## src/hdl/pps_pkg.sv

```systemverilog
`timescale 1ns / 1ps
// ----------------------------------------------------------------------------
// pps_pkg
// Shared types and constants for the preemptive priority scheduler.
// ----------------------------------------------------------------------------
package pps_pkg;

    localparam int TICK_W = 32;
    localparam int TIME_W = 16;
    localparam int PRIO_W = 8;
    localparam int PORT_SLOT_W = 4;

    localparam logic OP_LOAD = 1'b0;
    localparam logic OP_TICK = 1'b1;

    // one task slot as held in the slot memory
    typedef struct packed {
        logic [TIME_W-1:0] arrival;
        logic [PRIO_W-1:0] prio;
        logic [TIME_W-1:0] remaining;
        logic              started;
    } entry_t;

    // control from the sequencer to the pick unit
    typedef struct packed {
        logic clear;
        logic cand_vld;
    } pick_ctl_t;

    // winner of a scan
    typedef struct packed {
        logic   found;
        entry_t entry;
    } pick_res_t;

    typedef enum logic [4:0] {
        ST_IDLE  = 5'b00001,
        ST_LOAD  = 5'b00010,
        ST_SCAN  = 5'b00100,
        ST_DRAIN = 5'b01000,
        ST_EXEC  = 5'b10000
    } state_t;

endpackage

```

## src/hdl/pps_pick.sv

```systemverilog
`timescale 1ns / 1ps
// ----------------------------------------------------------------------------
// pps_pick
// Running winner of a slot scan: lowest priority number, then earliest
// arrival; candidates arrive in ascending slot order so the lowest slot
// keeps a full tie.
// ----------------------------------------------------------------------------
module pps_pick #(
    parameter int SLOT_W = 4
) (
    input  logic                clk,
    input  logic                rst_n,
    input  pps_pkg::pick_ctl_t  ctl,
    input  logic [SLOT_W-1:0]   cand_idx,
    input  pps_pkg::entry_t     cand,
    output pps_pkg::pick_res_t  best,
    output logic [SLOT_W-1:0]   best_idx
);

    logic              found_reg;
    logic              found_next;
    pps_pkg::entry_t   entry_reg;
    logic [SLOT_W-1:0] idx_reg;
    logic              take;

    always_comb
    begin
        take = ctl.cand_vld &&
               (!found_reg ||
                (cand.prio < entry_reg.prio) ||
                ((cand.prio == entry_reg.prio) && (cand.arrival < entry_reg.arrival)));
        found_next = found_reg;
        if (ctl.clear)
        begin
            found_next = 1'b0;
        end
        else if (take)
        begin
            found_next = 1'b1;
        end
    end

    always_ff @(posedge clk or negedge rst_n)
    begin
        if (!rst_n)
        begin
            found_reg <= 1'b0;
        end
        else
        begin
            found_reg <= found_next;
        end
    end

    always_ff @(posedge clk)
    begin
        if (take && !ctl.clear)
        begin
            entry_reg <= cand;
            idx_reg   <= cand_idx;
        end
    end

    assign best.found = found_reg;
    assign best.entry = entry_reg;
    assign best_idx   = idx_reg;

endmodule

```

## src/hdl/preemptive_priority_scheduler.sv

```systemverilog
`timescale 1ns / 1ps
// ----------------------------------------------------------------------------
// preemptive_priority_scheduler
// Task slot table with priority pick, optional time quantum and tick counter.
// ----------------------------------------------------------------------------
// A load beat passes through the load state into the output register; a
// tick beat passes through the scan, drain and exec states into it. In both
// cases the next beat can be taken in the same cycle as the result shows.
// The slot memory has a single read port, so the winner search reads one
// slot per cycle, the drain state covers the read latency, and the exec
// state updates the winner and writes it back. One beat is in work at a
// time; the next beat is accepted while a result still waits in the output
// register, and a finished beat waits in its last state until the output
// register is free. Slot payload lives in a synchronous memory; only a
// pending bit per slot is kept in flops, so no clearing pass is needed
// after reset.
module preemptive_priority_scheduler #(
    parameter int NUM_SLOTS = 16
) (
    input  logic        clk,
    input  logic        rst_n,
    input  logic        cfg_we,
    input  logic [15:0] cfg_wdata,
    input  logic        in_valid,
    output logic        in_ready,
    input  logic        operation,
    input  logic [3:0]  slot,
    input  logic [15:0] arrival,
    input  logic [15:0] duration,
    input  logic [7:0]  priority_req,
    output logic        out_valid,
    input  logic        out_ready,
    output logic [31:0] tick_now,
    output logic        running_valid,
    output logic [3:0]  running_slot,
    output logic        first_run,
    output logic        new_slice,
    output logic        finished,
    output logic        all_done
);

    localparam int SLOT_W = (NUM_SLOTS > 1) ? $clog2(NUM_SLOTS) : 1;
    localparam logic [SLOT_W-1:0] LAST_SLOT = SLOT_W'(NUM_SLOTS - 1);

    // control state
    pps_pkg::state_t                 state_reg, state_next;
    logic [NUM_SLOTS-1:0]            pend_reg, pend_next;   // valid and not done
    logic [SLOT_W-1:0]               cur_slot_reg, cur_slot_next;
    logic                            cur_valid_reg, cur_valid_next;
    logic [15:0]                     qcount_reg, qcount_next;
    logic [31:0]                     tick_reg, tick_next;
    logic [15:0]                     quantum_reg;
    logic [SLOT_W-1:0]               scan_reg, scan_next;
    logic                            rd_vld_reg;
    logic                            out_valid_reg, out_valid_next;

    // captured beat
    logic [3:0]                      slot_reg;
    logic [15:0]                     arrival_reg;
    logic [15:0]                     duration_reg;
    logic [7:0]                      prio_reg;

    // result payload
    logic [31:0]                     o_tick_reg, o_tick_next;
    logic                            o_run_reg, o_run_next;
    logic [3:0]                      o_slot_reg, o_slot_next;
    logic                            o_first_reg, o_first_next;
    logic                            o_slice_reg, o_slice_next;
    logic                            o_fin_reg, o_fin_next;
    logic                            o_done_reg, o_done_next;

    // slot memory
    pps_pkg::entry_t                 mem [NUM_SLOTS];
    pps_pkg::entry_t                 rd_data_reg;
    logic [SLOT_W-1:0]               rd_idx_reg;
    logic                            mem_we, mem_re;
    logic [SLOT_W-1:0]               mem_waddr;
    pps_pkg::entry_t                 mem_wdata;

    // pick unit
    pps_pkg::pick_ctl_t              pick_ctl;
    pps_pkg::pick_res_t              best;
    logic [SLOT_W-1:0]               best_idx;

    logic                            accept;
    logic                            out_free;
    logic                            arr_ok;
    logic [SLOT_W-1:0]               ld_idx;
    logic                            ld_in_range;
    logic                            slice;
    logic [15:0]                     rem_dec;
    logic [15:0]                     qc_base;

    assign accept   = in_valid && in_ready;
    assign out_free = !out_valid_reg || out_ready;
    assign in_ready = (state_reg == pps_pkg::ST_IDLE);

    assign ld_idx      = SLOT_W'(slot_reg);
    assign ld_in_range = (32'(slot_reg) < NUM_SLOTS);

    // arrival is 16 bits, tick is 32
    assign arr_ok = (tick_reg[31:16] != 16'd0) || (rd_data_reg.arrival <= tick_reg[15:0]);

    assign pick_ctl.clear    = accept;
    assign pick_ctl.cand_vld = rd_vld_reg && pend_reg[rd_idx_reg] && arr_ok;

    pps_pick #(
        .SLOT_W (SLOT_W)
    ) u_pick (
        .clk      (clk),
        .rst_n    (rst_n),
        .ctl      (pick_ctl),
        .cand_idx (rd_idx_reg),
        .cand     (rd_data_reg),
        .best     (best),
        .best_idx (best_idx)
    );

    always_comb
    begin
        slice   = !cur_valid_reg || (cur_slot_reg != best_idx) ||
                  ((quantum_reg != 16'd0) && (qcount_reg >= quantum_reg));
        rem_dec = (best.entry.remaining != 16'd0) ? (best.entry.remaining - 16'd1)
                                                  : best.entry.remaining;
        qc_base = slice ? 16'd0 : qcount_reg;
    end

    always_comb
    begin
        state_next     = state_reg;
        pend_next      = pend_reg;
        cur_slot_next  = cur_slot_reg;
        cur_valid_next = cur_valid_reg;
        qcount_next    = qcount_reg;
        tick_next      = tick_reg;
        scan_next      = scan_reg;
        out_valid_next = out_valid_reg && !out_ready;
        o_tick_next    = o_tick_reg;
        o_run_next     = o_run_reg;
        o_slot_next    = o_slot_reg;
        o_first_next   = o_first_reg;
        o_slice_next   = o_slice_reg;
        o_fin_next     = o_fin_reg;
        o_done_next    = o_done_reg;
        mem_we         = 1'b0;
        mem_re         = 1'b0;
        mem_waddr      = ld_idx;
        mem_wdata      = '0;

        case (state_reg)
            pps_pkg::ST_IDLE:
            begin
                if (in_valid)
                begin
                    scan_next  = '0;
                    state_next = (operation == pps_pkg::OP_TICK) ? pps_pkg::ST_SCAN
                                                                 : pps_pkg::ST_LOAD;
                end
            end

            pps_pkg::ST_LOAD:
            begin
                if (out_free)
                begin
                    if (ld_in_range)
                    begin
                        mem_we            = 1'b1;
                        mem_waddr         = ld_idx;
                        mem_wdata.arrival   = arrival_reg;
                        mem_wdata.prio      = prio_reg;
                        mem_wdata.remaining = duration_reg;
                        mem_wdata.started   = 1'b0;
                        pend_next[ld_idx] = (duration_reg != 16'd0);
                        if (cur_valid_reg && (cur_slot_reg == ld_idx))
                        begin
                            cur_valid_next = 1'b0;
                            qcount_next    = 16'd0;
                        end
                    end
                    o_tick_next    = tick_reg;
                    o_run_next     = 1'b0;
                    o_slot_next    = 4'd0;
                    o_first_next   = 1'b0;
                    o_slice_next   = 1'b0;
                    o_fin_next     = 1'b0;
                    o_done_next    = ~|pend_next;
                    out_valid_next = 1'b1;
                    state_next     = pps_pkg::ST_IDLE;
                end
            end

            pps_pkg::ST_SCAN:
            begin
                mem_re = 1'b1;
                if (scan_reg == LAST_SLOT)
                begin
                    state_next = pps_pkg::ST_DRAIN;
                end
                else
                begin
                    scan_next = scan_reg + 1'b1;
                end
            end

            pps_pkg::ST_DRAIN:
            begin
                state_next = pps_pkg::ST_EXEC;
            end

            pps_pkg::ST_EXEC:
            begin
                if (out_free)
                begin
                    o_tick_next  = tick_reg;
                    o_run_next   = 1'b0;
                    o_slot_next  = 4'd0;
                    o_first_next = 1'b0;
                    o_slice_next = 1'b0;
                    o_fin_next   = 1'b0;
                    if (best.found)
                    begin
                        mem_we              = 1'b1;
                        mem_waddr           = best_idx;
                        mem_wdata           = best.entry;
                        mem_wdata.started   = 1'b1;
                        mem_wdata.remaining = rem_dec;
                        o_run_next   = 1'b1;
                        o_slot_next  = 4'(best_idx);
                        o_first_next = !best.entry.started;
                        o_slice_next = slice;
                        if (rem_dec == 16'd0)
                        begin
                            o_fin_next          = 1'b1;
                            pend_next[best_idx] = 1'b0;
                            qcount_next         = 16'd0;
                            cur_valid_next      = 1'b0;
                            cur_slot_next       = best_idx;
                        end
                        else
                        begin
                            qcount_next    = (qc_base != 16'hFFFF) ? (qc_base + 16'd1) : qc_base;
                            cur_valid_next = 1'b1;
                            cur_slot_next  = best_idx;
                        end
                    end
                    if (tick_reg != 32'hFFFF_FFFF)
                    begin
                        tick_next = tick_reg + 32'd1;
                    end
                    o_done_next    = ~|pend_next;
                    out_valid_next = 1'b1;
                    state_next     = pps_pkg::ST_IDLE;
                end
            end

            default:
            begin
                state_next = pps_pkg::ST_IDLE;
            end
        endcase
    end

    always_ff @(posedge clk or negedge rst_n)
    begin
        if (!rst_n)
        begin
            state_reg     <= pps_pkg::ST_IDLE;
            pend_reg      <= '0;
            cur_slot_reg  <= '0;
            cur_valid_reg <= 1'b0;
            qcount_reg    <= 16'd0;
            tick_reg      <= 32'd0;
            quantum_reg   <= 16'd0;
            scan_reg      <= '0;
            rd_vld_reg    <= 1'b0;
            out_valid_reg <= 1'b0;
        end
        else
        begin
            state_reg     <= state_next;
            pend_reg      <= pend_next;
            cur_slot_reg  <= cur_slot_next;
            cur_valid_reg <= cur_valid_next;
            qcount_reg    <= qcount_next;
            tick_reg      <= tick_next;
            scan_reg      <= scan_next;
            rd_vld_reg    <= mem_re;
            out_valid_reg <= out_valid_next;
            if (cfg_we)
            begin
                quantum_reg <= cfg_wdata;
            end
        end
    end

    // payload, no reset
    always_ff @(posedge clk)
    begin
        if (accept)
        begin
            slot_reg     <= slot;
            arrival_reg  <= arrival;
            duration_reg <= duration;
            prio_reg     <= priority_req;
        end
        o_tick_reg  <= o_tick_next;
        o_run_reg   <= o_run_next;
        o_slot_reg  <= o_slot_next;
        o_first_reg <= o_first_next;
        o_slice_reg <= o_slice_next;
        o_fin_reg   <= o_fin_next;
        o_done_reg  <= o_done_next;
    end

    // slot memory, one write and one registered read per cycle; reads and
    // writes never overlap since a beat is scanned before it writes back
    always_ff @(posedge clk)
    begin
        if (mem_we)
        begin
            mem[mem_waddr] <= mem_wdata;
        end
        if (mem_re)
        begin
            rd_data_reg <= mem[scan_reg];
            rd_idx_reg  <= scan_reg;
        end
    end

    assign out_valid     = out_valid_reg;
    assign tick_now      = o_tick_reg;
    assign running_valid = o_run_reg;
    assign running_slot  = o_slot_reg;
    assign first_run     = o_first_reg;
    assign new_slice     = o_slice_reg;
    assign finished      = o_fin_reg;
    assign all_done      = o_done_reg;

endmodule

```

## config.mk

```make
export PLATFORM = sky130hd
export DESIGN_NAME = preemptive_priority_scheduler
export DESIGN_NICKNAME = d
export VERILOG_FILES = /design/src/hdl/pps_pkg.sv /design/src/hdl/pps_pick.sv /design/src/hdl/preemptive_priority_scheduler.sv
export SDC_FILE = /design/constraint.sdc
export NUM_CORES = 1
export LEC_CHECK = 0
export BUFFER_PORTS_ARGS = -buffer_cell sky130_fd_sc_hd__buf_2
export CAP_MARGIN = 20
export CORE_MARGIN = 5
export CORE_UTILIZATION = 45
export CTS_CLUSTER_DIAMETER = 30
export DETAILED_ROUTE_END_ITERATION = 8
export PLACE_DENSITY_LB_ADDON = 0.1
export SYNTH_ARGS = -nofsm -noshare
export SYNTH_HDL_FRONTEND = slang
export SYNTH_HIERARCHICAL = 1
export SYNTH_SLANG_ARGS = --single-unit
export TNS_END_PERCENT = 1
```

## constraint.sdc

```tcl
create_clock -name clk -period 5.65 [get_ports clk]
set_input_delay 0.565 -clock clk [delete_from_list [all_inputs] [get_ports clk]]
set_output_delay 0.565 -clock clk [all_outputs]
set_load 0.02 [all_outputs]
```

# After elaboration in Yosys (flattened, before gate mapping)

Memory sizes are Yosys's and may differ from the RTL's. A register that Yosys moved wholly into a read port is not among the register bits.
Cells that the tools add are included.
Widths: inputs -> output; s select.

Bits in registers: 231
Memories kept: 1
Logic and storage cells: 183
Output and inout port bits: 43
RAM bits: 656
Input port bits: 66

Add/subtract/negate cells: 4
Mux-type cells: 77
Bitwise operators: 2
Magnitude comparators: 9
Eq/ne operators: 19
Reductions and logical operators: 43

Memories:

| memory | depth | width | read ports | clocked after Yosys merged registers in | wr ports | RTL line                            | RTL |
|---|---|---|---|---|---|---|---|
| mem    | 16    | 41    | 1          | 1                                       | 1        | preemptive_priority_scheduler.sv:73 | `pps_pkg::entry_t mem [NUM_SLOTS];` |

Operator list:

| cell                  | count |
|---|---|
| $mux 16               | 16 |
| $mux 41               | 3 |
| $pmux 41 s2           | 1 |
| $pmux 16 s2           | 2 |
| $reduce_bool 16->1    | 4 |
| $add 32x1->32 const B | 1 |
| $mux 4                | 8 |
| $ne 32x32->1 const B  | 1 |
| $reduce_or 16->1      | 2 |
| $mux 1                | 29 |
| $pmux 5 s4            | 1 |
| $add 16x1->16 const B | 1 |
| $and 16x16->16        | 1 |
| $bwmux 16             | 1 |
| $ge 16x16->1          | 1 |
| $le 16x16->1          | 1 |
| $logic_not 16->1      | 1 |
| $lt 16x16->1          | 1 |
| $ne 16x16->1 const B  | 1 |
| $not 16->16           | 1 |
| $pmux 4 s2            | 2 |
| $sub 16x1->16 const B | 1 |
| $lt 4x5->1 const B    | 3 |
| $mux 5                | 3 |
| other kinds (26)      | 68 |

# Logic depth before layout (Yosys ltp)

Gate-level depths: netlist (run 1).

Word-level depth: 14
Mapped depth: 20
Gate-level depth less buffers: 20

# Modules after synthesis

Netlist (run 1), hierarchy kept.

By module, submodules not included:

| module                        | area each (µm²) | cells each | instances |
|---|---|---|---|
| preemptive_priority_scheduler | 36303.6         | 2264       | 1 |
| pps_pick                      | 2039.5          | 134        | 1 |

# Worst setup path before layout (run 1)

OpenSTA, ideal clock, no wires.

Path type: flip-flop to flip-flop
Start point: reg tick_reg[1]
End point: reg u_pick.entry_reg (netlist bit u_pick/best[0]), enable pin
Library setup time: 0.453 ns
Slack: 0.470 ns
Stages on the path, launching flop included: 17
Path buffers: 0
Period minus slack after synthesis: 5.180 ns
Data arrival time: 4.727 ns
Cells stage by stage: dfrtp_1 > inv_1 > ha_1 > nor2b_1 > o21a_1 > o21a_1 > o21a_1 > o21a_1 > o21ai_0 > nand2b_1 > a211o_1 > a21oi_1 > nor2b_2 > nand3_1 > a2111oi_4 > o2111ai_1 > o21ai_1

RTL lines:

| element                | RTL line                             | RTL |
|---|---|---|
| start, declared        | preemptive_priority_scheduler.sv:51  | `logic [31:0] tick_reg, tick_next;` |
| start signal, assigned | preemptive_priority_scheduler.sv:285 | `tick_reg <= tick_next;` |
| end signal, assigned   | pps_pick.sv:59                       | `entry_reg <= cand;` |
| end, declared          | pps_pick.sv:22                       | `pps_pkg::entry_t entry_reg;` |

# Worst setup path in the final report (run 1)

Start point: reg u_pick.idx_reg[0], in the netlist u_pick/best_idx[0]
End point: reg qcount_reg[9]

Word-level cells in the longest chain between the ends: 10
Elaborated cells between the ends (all ways): 11
Those cells by class: 1 x add/sub; 2 x eq/ne; 6 x mux; 2 x reduce/logical

RTL lines:

| element                                       | RTL line                             | RTL |
|---|---|---|
| start, declared                               | pps_pick.sv:23                       | `logic [SLOT_W-1:0] idx_reg;` |
| start signal, assigned                        | pps_pick.sv:60                       | `idx_reg <= cand_idx;` |
| $ne 4x4->1 *                                  | preemptive_priority_scheduler.sv:121 | `slice = !cur_valid_reg \|\| (cur_slot_reg != best_idx) \|\|` |
| $logic_or 1x1->1 * (2 in a row)               | preemptive_priority_scheduler.sv:121 |  |
| $mux 16 *                                     | preemptive_priority_scheduler.sv:125 | `qc_base = slice ? 16'd0 : qcount_reg;` |
| $add 16x1->16 or $ne 16x16->1 (tied branches) | preemptive_priority_scheduler.sv:241 | `qcount_next = (qc_base != 16'hFFFF) ? (qc_base + 16'd1) : qc_base;` |
| $mux 16 *                                     | preemptive_priority_scheduler.sv:241 |  |
| $mux 16 *                                     | preemptive_priority_scheduler.sv:231 | `if (rem_dec == 16'd0)` |
| $mux 16 *                                     | preemptive_priority_scheduler.sv:220 | `if (best.found)` |
| $mux 16 *                                     | preemptive_priority_scheduler.sv:212 | `if (out_free)` |
| $pmux 16 s2 *                                 | preemptive_priority_scheduler.sv:150 | `case (state_reg)` |
| end signal, assigned                          | preemptive_priority_scheduler.sv:284 | `qcount_reg <= qcount_next;` |
| end, declared                                 | preemptive_priority_scheduler.sv:50  | `logic [15:0] qcount_reg, qcount_next;` |

Every way passes the cells marked *; elsewhere a longest branch is shown, timed or not. The select of a mux whose other input is x is not followed.
A chain may end at the register's enable or synchronous reset.

==> metrics, run 1 <==
max-slew violations=0; Top FF cell, synth=edfxtp_1; Logic pwr share=0.102; P_leak=16.10 nW; Int Pwr=0.01608 W; CP Max Fanout=15; Sw Share=0.2489; clock power share=0.520; Post-Synthesis Cells=approximately 2400; synth warn=6; synthesized area=between 30000 and 40000 um2; DR vias=22960; fmax=0.2355 GHz; post-synth top area share=0.6508; Hold Vio Cnt, Final=0; register bit total from synthesis=928; Die Y=301.9 um; H-tree Lvls=4; Top Usage Layer GRT=met2; grt met2 use=0.3529; Root Buffer=clkbuf_16; Final setup viols=0; most instantiated cells after synthesis=831 x edfxtp_1, 173 x o21ai_0, 144 x nand2_1; met1 Use GR=0.3276; x dimension of the die=301.9 um; CTS tree=built; ys async rst share=0.1045; Setup TNS=0 ns; clk_lat worst skew=0.77 ns; max_cap viols=0; register area share after synthesis=0.7141; global-route wire length before repair=between 150 and 200 mm; leading cell type by number of instances after synthesis=edfxtp_1; # DRC=0; GR Util All Layers=0.2262; Total Wirelength=102.5 mm; Worst Path Required=approximately 6.3 ns; WHS Path Cells=3; area occupied by multi-input gates=between 10000 and 15000 um2; IO buf count=around 110; crit share post-route=0.7516; initial antenna violation count=2; arrival time at the worst endpoint=4.90 ns; Tot Pwr=0.02140 W; outcome=finished clean; number of fill cells=6749; Post-CTS Resized=0; first drt pass iteration count=5; dominant cells by area after synthesis=edfxtp_1 65%, dfrtp_1 6.3%, mux4_2 5.1%; fraction of layout cells with a size suffix above 1=0.2295; EDFF count, synth=831; met3 Use GR=0.04299; ant diodes=0; HPWL Detailed=62.32 mm; crit path time final=4.246 ns; Critical path origin=u_pick/best_idx[0]; worst slew margin relative to its limit=0.2833; routability cong.=0.8522; Worst-Margin Slew=1.070 ns; max reg flops=around 660; Net Count, Synth=2524; reg2reg start=u_pick/best_idx[0]; initial core utilization=0.4517; clock-pin slew on the worst setup and hold paths=around 0.040 ns; sequential cell fraction of total power=0.378; Max VDD drop=just over 300 uV; worst r2r path cells=17; smallest hold slack=approximately 0.047 ns; area delta synth->final=24.30%; net count reported at finish=2820; io pins=109; core area=84880 um2; Post-CTS Setup Bufs=0; RSZ-0062 raised after global routing=no; CTS buffer count=around 180; Final Util=0.5615; Mean Syn Cell Area=15.99 um2; largest net degree at the start of global routing=between 50 and 60; vias in the first global route=23640; first-iteration detailed-routing DRC count=roughly 2000; Final ANT Viol Nets=0; routed len/inst=~26 um; Hold Path Class=input pin to flip-flop; Die ar.=91140 um2; Synth area leader=edfxtp_1; GRT overflow=0; clk buf depth=3; Reg area=27390 um2; Setup crit end kind=flip-flop; PwrDens=449.1 nW/um2; library cells used by synthesis=78; CP Launch Type=flip-flop; row count=107; DR vias/cell=roughly 5.7; Net Sw Power=0.005327 W; Setup Skew=0.04120 ns; Hold-fix buffers, CTS=53; CTS Sinks=928; worst setup path class=flip-flop to flip-flop; startpoint of the worst hold path=cfg_wdata[4]
## kinds of logic (layout without fill, tap and decap cells)
kind of cell / count (synthesis) / count (layout) / synth area share
adders and majority gates: 60 / 60 / 0.01958
AOI/OAI and AO/OA: 488 / 488 / 0.08279
buffers and inverters: 183 / 639 / 0.01837
DFF: 928 / 928 / 0.7141
xor gates and xnor gates: 49 / 49 / 0.01119
and+or+nand+nor: 429 / 429 / 0.05600
muxes: 261 / 261 / 0.09793
## power groups by stage
stage	Clock [W]	Sequential, W	Combinational, W
3_3_place_gp	0	0.00822	0.00216
2_1_floorplan	0	0.00799	0.00163
3_5_place_dp	0	0.00822	0.00217
6_report	0.0111	0.00810	0.00217
5_1_grt	0.0117	0.00812	0.00234
4_1_cts	0.0113	0.00809	0.00220
## placed cells by master (no fill, tap or decap), types with 11 or more instances in the layout
cell type      netlist  final
nor2b_1             19     18
a21oi_1             92     92
a22oi_1             46     46
clkinv_2             0     22
nor2_4               1     18
edfxtp_1           831    831
dlygate4sd3_1        0     53
a22o_1              37     37
nand4_1             21     21
mux4_2              87     87
nor2_1              80     63
clkinv_4             0     16
xnor2_1             33     33
o21ai_0            173    172
buf_4                2     48
clkinvlp_4           0     20
and2_1              15     13
mux2i_1            131    131
a31oi_1             15     15
clkinv_1             1     17
nand3_1             36     36
bufinv_16            0     24
and3_1              16     16
clkbuf_1            84     17
buf_2                2    107
mux2_2              43     43
nand2b_1            11     11
clkbuf_16            0    187
nor4_1              23     23
nand2_1            144    144
a221oi_1            41     41
inv_1               74     73
inv_6                0     21
dfrtp_1             96     92
ha_1                60     60
xor2_1              16     16
a21o_1              22     22
nor3_1              26     26
## worst paths after layout
kind	end	slack (ns)
setup / recovery	qcount_reg[9]	1.40
hold / removal	quantum_reg[4]	0.05
setup reg to reg	qcount_reg[9]	1.40
hold reg to reg	u_pick/best[14]	0.41
max in group asynchronous	tick_reg[28]	4.08
min in group asynchronous	quantum_reg[4]	0.43
## area by class of cell
cell class	instances	share of cell area
Clock buffer	210	0.1013
Clock inverter	136	0.03560
Inverter	75	0.005907
Multi-Input combinational cell	1287	0.2183
Sequential cell	928	0.5747
Tap cell	1144	0.03003
Timing Repair Buffer	218	0.03413
## through the flow
stage | area [um2] | setup WS [ns] | std cells
2_1_floorplan | 38340 | 0.4703 | 2398
3_3_place_gp | 40610 | 1.378 | 3599
3_5_place_dp | 40610 | 1.395 | 3599
4_1_cts | 47660 | 1.394 | 3998
5_1_grt | 47660 | 0.9580 | 3998
6_report | 47660 | 1.404 | 3998
## worst max-delay path, cell delays in order (launching register included)
cell and delay, ns:
edfxtp_1 0.58, xor2_1 0.22, nor3_1 0.17, nand3_1 0.18, a211oi_1 0.33, o21ai_0 0.24, nand2_1 0.24, and2_1 0.17
ha_1 0.18, nand3_1 0.13, or2_2 0.35, nor4_1 0.56, nor2_1 0.15, nand2_1 0.14, nor2_1 0.11, o211ai_1 0.14
a21oi_1 0.09, o21ai_0 0.17
## routing by layer
layer  wire length (um)  up-vias
met5                  0        -
met4               2216        0
met3               6447      151
met2              47840      802
met1              46010    11850
li1                   -    10160
No activity file was read; power rests on OpenSTA's default activity.
==> inputs of run 2 (changes only) <==
clock period = 4.25 ns   (was 5.65 ns; I/O delays follow)
==> run 2 against run 1 <==
Compared with the run above:
- global-route usage shrank 0.22 points
- non-clock buffer count is 52 higher
- utilization is 1.5 points higher
- routed wire length is 0.72% lower
- critical path depth grew 2
- final cell count is 1.9% higher
- design area is 2.7% higher
- critical path type unchanged
- largest power group unchanged
==> metrics, run 2 (synthesis results as in run 1) <==
net count reported at finish=2887 (+2.4%); initial antenna violation count=2 (unchanged); routability cong.=0.9034 (+6.0%); Hold Path Class=input pin to flip-flop; largest net degree at the start of global routing=64 (+14%); crit path time final=4.023 ns (-0.2239 ns); first drt pass iteration count=6 (+1); Final ANT Viol Nets=0 (unchanged); fraction of layout cells with a size suffix above 1=0.2418 (+0.01230); vias in the first global route=23930 (+1.2%); dpl ws=0.2717 ns (-1.124 ns); Final setup viols=0 (unchanged); Die ar.=91140 um2 (unchanged); P_leak=16.69 nW (+3.7%); x dimension of the die=301.9 um (unchanged); ant diodes=0 (unchanged); number of fill cells=6584 (-2.4%); CTS buffer count=199 (+8.2%); HPWL Detailed=59.61 mm (-4.4%); commonest non-fill, non-tap cells in the layout=831 x edfxtp_1, 201 x clkbuf_16, 170 x o21ai_0; DR vias=23300 (+1.5%); arrival time at the worst endpoint=4.46 ns (-0.44 ns); clk buf depth=3 (unchanged); Setup crit end kind=flip-flop; CP Launch Type=flip-flop; PwrDens=599.7 nW/um2 (+34%); fmax=0.2486 GHz (+5.6%); commonest non-fill, non-tap cell in the layout=edfxtp_1; core area=84880 um2 (unchanged); CTS tree=built; GRT overflow=0 (unchanged); clk_lat worst skew=0.79 ns (+0.02 ns); Largest stage delay, worst path=0.38 ns (-0.20 ns); area delta synth->final=27.61%; Die Y=301.9 um (unchanged); # DRC=0 (unchanged); Total Wirelength=101.8 mm (-0.72%); Setup Skew=0.06640 ns (+0.02520 ns); row count=107 (unchanged); Max VDD drop=424.0 uV (+40%); max-slew violations=0 (unchanged); Worst-Margin Slew=1.061 ns (-0.008572 ns); CP Max Fanout=6 (-9); initial core utilization=0.4517 (unchanged); Final Worst Setup Slack=0.2275 ns (-1.176 ns); global-route wire length before repair=152.2 mm (-0.52%); Worst Path Required=4.69 ns (-1.62 ns); Crit-path slowest cell=dfrtp_1; CTS Sinks=928 (unchanged); max reg flops=656 (unchanged); max_cap viols=0 (unchanged); clock-pin slew on the worst setup and hold paths=0.04 ns (about the same); crit share post-route=0.9465 (+0.1949); cell mode on critical path=o21a_1; Root Buffer=clkbuf_16; worst slew margin relative to its limit=0.2907 (+0.007365); worst setup path class=flip-flop to flip-flop; first-iteration detailed-routing DRC count=1879 (-5.1%); IO buf count=108 (unchanged); H-tree Lvls=4 (unchanged); io pins=109 (unchanged); DR vias/cell=5.723 (-0.34%); outcome=finished clean; critical-path cell list=inv_1 > ha_1 > nor2b_1 > o21a_1 > o21a_1 > o21a_1 > o21a_1 > o21ai_1 > nand2b_1 > a211o_1 > a21oi_2 > buf_4 > nor2b_4 > nand3_2 > a2111oi_4 > o2111ai_2 > o21ai_4 > buf_12 > buf_12; routed len/inst=24.99 um (-2.5%); Tot Pwr=0.02935 W (+37%); Hold Vio Cnt, Final=0 (unchanged); GR Util All Layers=0.2241 (-0.002186)
## run 2: worst max-delay path, delay by kind of cell, from the launching register on
kind | cells | cell delay [ns]
AO/OA/AOI/OAI | 10 | 1.97
adder cells (fa/ha/maj) | 1 | 0.30
buffers and inverters | 4 | 0.51
flip-flops | 1 | 0.38
AND/OR/NAND/NOR | 4 | 0.52
## run 2: what timing repair did
| action | CTS | global route |
|---|---|---|
| hold buffers | 62 | 0 |
| resized for setup | 0 | 9 |
| setup endpoints to repair | 0 | 46 |
| hold endpoints to repair | 124 | 0 |
| setup buffers | 0 | 4 |
## run 2: final timing paths
kind	start	to	slack (ns)	depth (start not counted)
min in group asynchronous	rst_n	qcount_reg[12]	0.32	2
hold reg to reg	rd_data_reg[5]	u_pick/best[5]	0.42	0
setup / recovery	tick_reg[1]	u_pick/best_idx[2]	0.23	19
setup reg to reg	tick_reg[1]	u_pick/best_idx[2]	0.23	19
hold / removal	cfg_we	quantum_reg[5]	0.14	3
max in group asynchronous	rst_n	tick_reg[24]	2.87	3
## run 2: cell type report
class | count | area, um2 | area share
Tap cell | 1144 | 1431 | 0.02925
Inverter | 75 | 281.5 | 0.005753
Clock buffer | 226 | 5141 | 0.1051
Timing Repair Buffer | 270 | 2328 | 0.04759
Clock inverter | 142 | 1922 | 0.03928
Sequential cell | 928 | 27400 | 0.5599
Multi-Input combinational cell | 1287 | 10430 | 0.2132
## run 2: metrics by stage
stage | hold WS [ns] | util | std cells | area, um2 | TNS (ns)
after floorplan | 0.1294 | - | 2398 | 38350 | 0
after global placement | 0.4023 | 0.4843 | 3635 | 41110 | 0
after detailed placement | 0.4075 | 0.4843 | 3635 | 41110 | 0
after CTS | 0.08127 | 0.5748 | 4065 | 48790 | 0
after global routing | 0.1506 | 0.5765 | 4072 | 48930 | -0.006702
final | 0.1406 | 0.5765 | 4072 | 48930 | 0
## run 2: routing by layer
layer  wire [um]  track usage
met1       44750       0.3150
met2       48610       0.3563
met3        6442      0.04658
met4        1969      0.06848
met5           0            0
## run 2: where the power goes
part	switching, W	total [W]	internal, W
clock	0.00516	0.0157	0.0106
sequential	0.000369	0.0107	0.0103
combinational	0.00157	0.00294	0.00137
==> inputs of run 3 (changes only) <==
GPL_TIMING_DRIVEN = 0   (was unset)
MAX_ROUTING_LAYER = met4   (was unset)
==> run 3 against run 2 <==
Compared with the run above:
- first-iteration DRC count rose by 6.1%
- largest cell class unchanged
- worst setup slack worse by 0.13 ns
- register-to-register slack got worse by 0.13 ns
- count of clock-buffer cells in the layout fell by 5
==> metrics, run 3 (synthesis results as in run 1) <==
x dimension of the die=301.9 um (unchanged); Hold Vio Cnt, Final=0 (unchanged); number of fill cells=6691 (+1.6%); DR vias/cell=5.723 (about the same); worst slew margin relative to its limit=0.1914 (-0.09926); global-route wire length before repair=159.9 mm (+5.1%); startpoint of the worst hold path=cfg_we; flop-to-flop setup slack=0.10 ns (-0.13 ns); Setup Skew=0.04485 ns (-0.02155 ns); ant diodes=0 (unchanged); placed cell count=3697 (+1.7%); arrival time at the worst endpoint=4.58 ns (+0.12 ns); Worst Path Required=4.68 ns (about the same); initial antenna violation count=0 (-2); clk buf depth=3 (unchanged); GR Util All Layers=0.2463 (+0.02220); Reg area=27380 um2 (about the same); outcome=finished clean; Max VDD drop=417.3 uV (-1.6%); Root Buffer=clkbuf_16; sequential cell fraction of total power=0.366 (+0.002); Die ar.=91140 um2 (unchanged); CP Launch Type=flip-flop; Tot Pwr=0.02894 W (-1.4%); Setup crit end kind=flip-flop; # DRC=0 (unchanged); WHS Path Cells=3 (unchanged); Int Pwr=0.02175 W (-2.2%); routability cong.=0.8639 (-4.4%); commonest non-fill, non-tap cells in the layout=831 x edfxtp_1, 197 x clkbuf_16, 165 x o21ai_0; initial core utilization=0.4517 (unchanged); io pins=109 (unchanged); DR vias=23700 (+1.7%); crit share post-route=0.9759 (+0.02942); worst r2r path cells=17 (-2); CTS tree=built; Final ANT Viol Nets=0 (unchanged); H-tree Lvls=4 (unchanged); clock power share=0.515 (-0.021); CP Max Fanout=18 (+12); fraction of layout cells with a size suffix above 1=0.2221 (-0.01966); Final setup viols=0 (unchanged); net count reported at finish=2953 (+2.3%); max reg flops=656 (unchanged); Die Y=301.9 um (unchanged); HPWL Detailed=70.32 mm (+18%); non-filler cells, final=4142 (+1.7%); max_cap viols=0 (unchanged); Hold Path Class=input pin to flip-flop; RSZ-0062 raised after global routing=yes; max-slew violations=0 (unchanged); crit path time final=4.148 ns (+0.1250 ns); CTS buffer count=195 (-2.0%); Worst-Margin Slew=1.213 ns (+0.1514 ns); clock-pin slew on the worst setup and hold paths=0.05 ns (about the same); area occupied by multi-input gates=10480 um2 (+0.47%); routed len/inst=26.20 um (+4.8%); area delta synth->final=27.24%; dpl ws=-0.7610 ns (-1.033 ns); Total Wirelength=108.5 mm (+6.6%); Net Sw Power=0.007186 W (+1.2%); P_leak=16.50 nW (-1.2%); PwrDens=593.2 nW/um2 (-1.1%); largest net degree at the start of global routing=51 (-20%); row count=107 (unchanged); vias in the first global route=24370 (+1.9%); worst setup path class=flip-flop to flip-flop; reg2reg start=rd_data_reg[26]; Final Util=0.5748 (-0.001695); capturing point of the worst reg2reg path=u_pick/best[14]; Sw Share=0.2483 (+0.006449); commonest non-fill, non-tap cell in the layout=edfxtp_1; IO buf count=108 (unchanged); hold worst-path end=quantum_reg[9]; first-iteration detailed-routing DRC count=1994 (+6.1%); Final Worst Setup Slack=0.1024 ns (-0.1250 ns); Logic pwr share=0.119 (+0.019); clk_lat worst skew=0.76 ns (-0.03 ns); fmax=0.2411 GHz (-3.0%); GRT overflow=0 (unchanged); CTS Sinks=928 (unchanged); first drt pass iteration count=7 (+1); core area=84880 um2 (unchanged)
==> run 3: cell count changes in the layout (fill, tap and decap cells not counted), moves of 9 or more <==
cell,previous run,this run
buf_8,0,9
clkbuf_1,21,104
buf_4,68,11
clkinv_1,29,38
buf_1,0,19
clkinv_16,14,1
clkinvlp_4,11,22
==> run 3: stage by stage <==
stage | hold slack, ns | area [um2] | setup TNS (ns)
2_1_floorplan | 0.1294 | 38350 | 0
3_3_place_gp | 0.4065 | 40330 | -2321.80
3_5_place_dp | 0.4063 | 41270 | -294.91
4_1_cts | 0.1612 | 48660 | 0
5_1_grt | 0.2132 | 48790 | -1.080
6_report | 0.2068 | 48790 | 0
==> run 3: repair_timing <==
item	CTS	global route
hold buffers	63	0
pin swaps	6	5
resized for setup	11	10
endpoints found under the hold margin	109	0
setup buffers	7	1
gates cloned	1	1
setup endpoints to repair	668	143
==> run 3: worst max-delay path by stage <==
stage	slack [ns]	endpoint	cells after the start	start
floorplan	0.15	u_pick/best[0]	9	state_reg[1]
global placement	-3.78	mem[1][15]	10	state_reg[1]
detailed placement	-0.76	mem[7][20]	11	state_reg[1]
CTS	0.01	u_pick/best[14]	16	rd_data_reg[26]
global route	-0.04	mem[13][39]	10	state_reg[0]
finish	0.10	u_pick/best[14]	17	rd_data_reg[26]
==> run 3: per-layer routing <==
metal / wire, um / global-route usage
met1: 46930 / 0.3309
met2: 52000 / 0.3906
met3: 6891 / 0.04364
met4: 2706 / 0.07211
met5: 0 / -
==> run 3: cell type report <==
type                            count  area share
Clock buffer                      221      0.1031
Multi-Input combinational cell   1289      0.2148
Clock inverter                    147     0.03224
Tap cell                         1144     0.02934
Timing Repair Buffer              230     0.04457
Inverter                           75    0.005822
Sequential cell                   928      0.5613
Buffer                            108    0.008848
==> run 3: worst max-delay path, stage by stage, from the launching register on <==
cell and delay, ns:
edfxtp_1 0.36, buf_4 0.19, ha_1 0.29, nor2b_1 0.13, o21a_1 0.16, o21a_1 0.17, o21a_1 0.17, o21a_1 0.16
o21ai_0 0.15, nand2b_1 0.08, a211o_1 0.31, a21oi_4 0.29, nor2b_4 0.23, nand3_2 0.13, a2111oi_4 0.25, o2111ai_2 0.19
o21ai_4 0.29, buf_12 0.21
==> run 3: power groups by stage <==
stage / Clock [W] / Sequential (W) / Combinational, W
after global placement: 0 / 0.0108 / 0.00313
after CTS: 0.0151 / 0.0106 / 0.00340
after floorplan: 0 / 0.0106 / 0.00217
after global routing: 0.0156 / 0.0106 / 0.00369
after detailed placement: 0 / 0.0107 / 0.00332
final: 0.0149 / 0.0106 / 0.00344
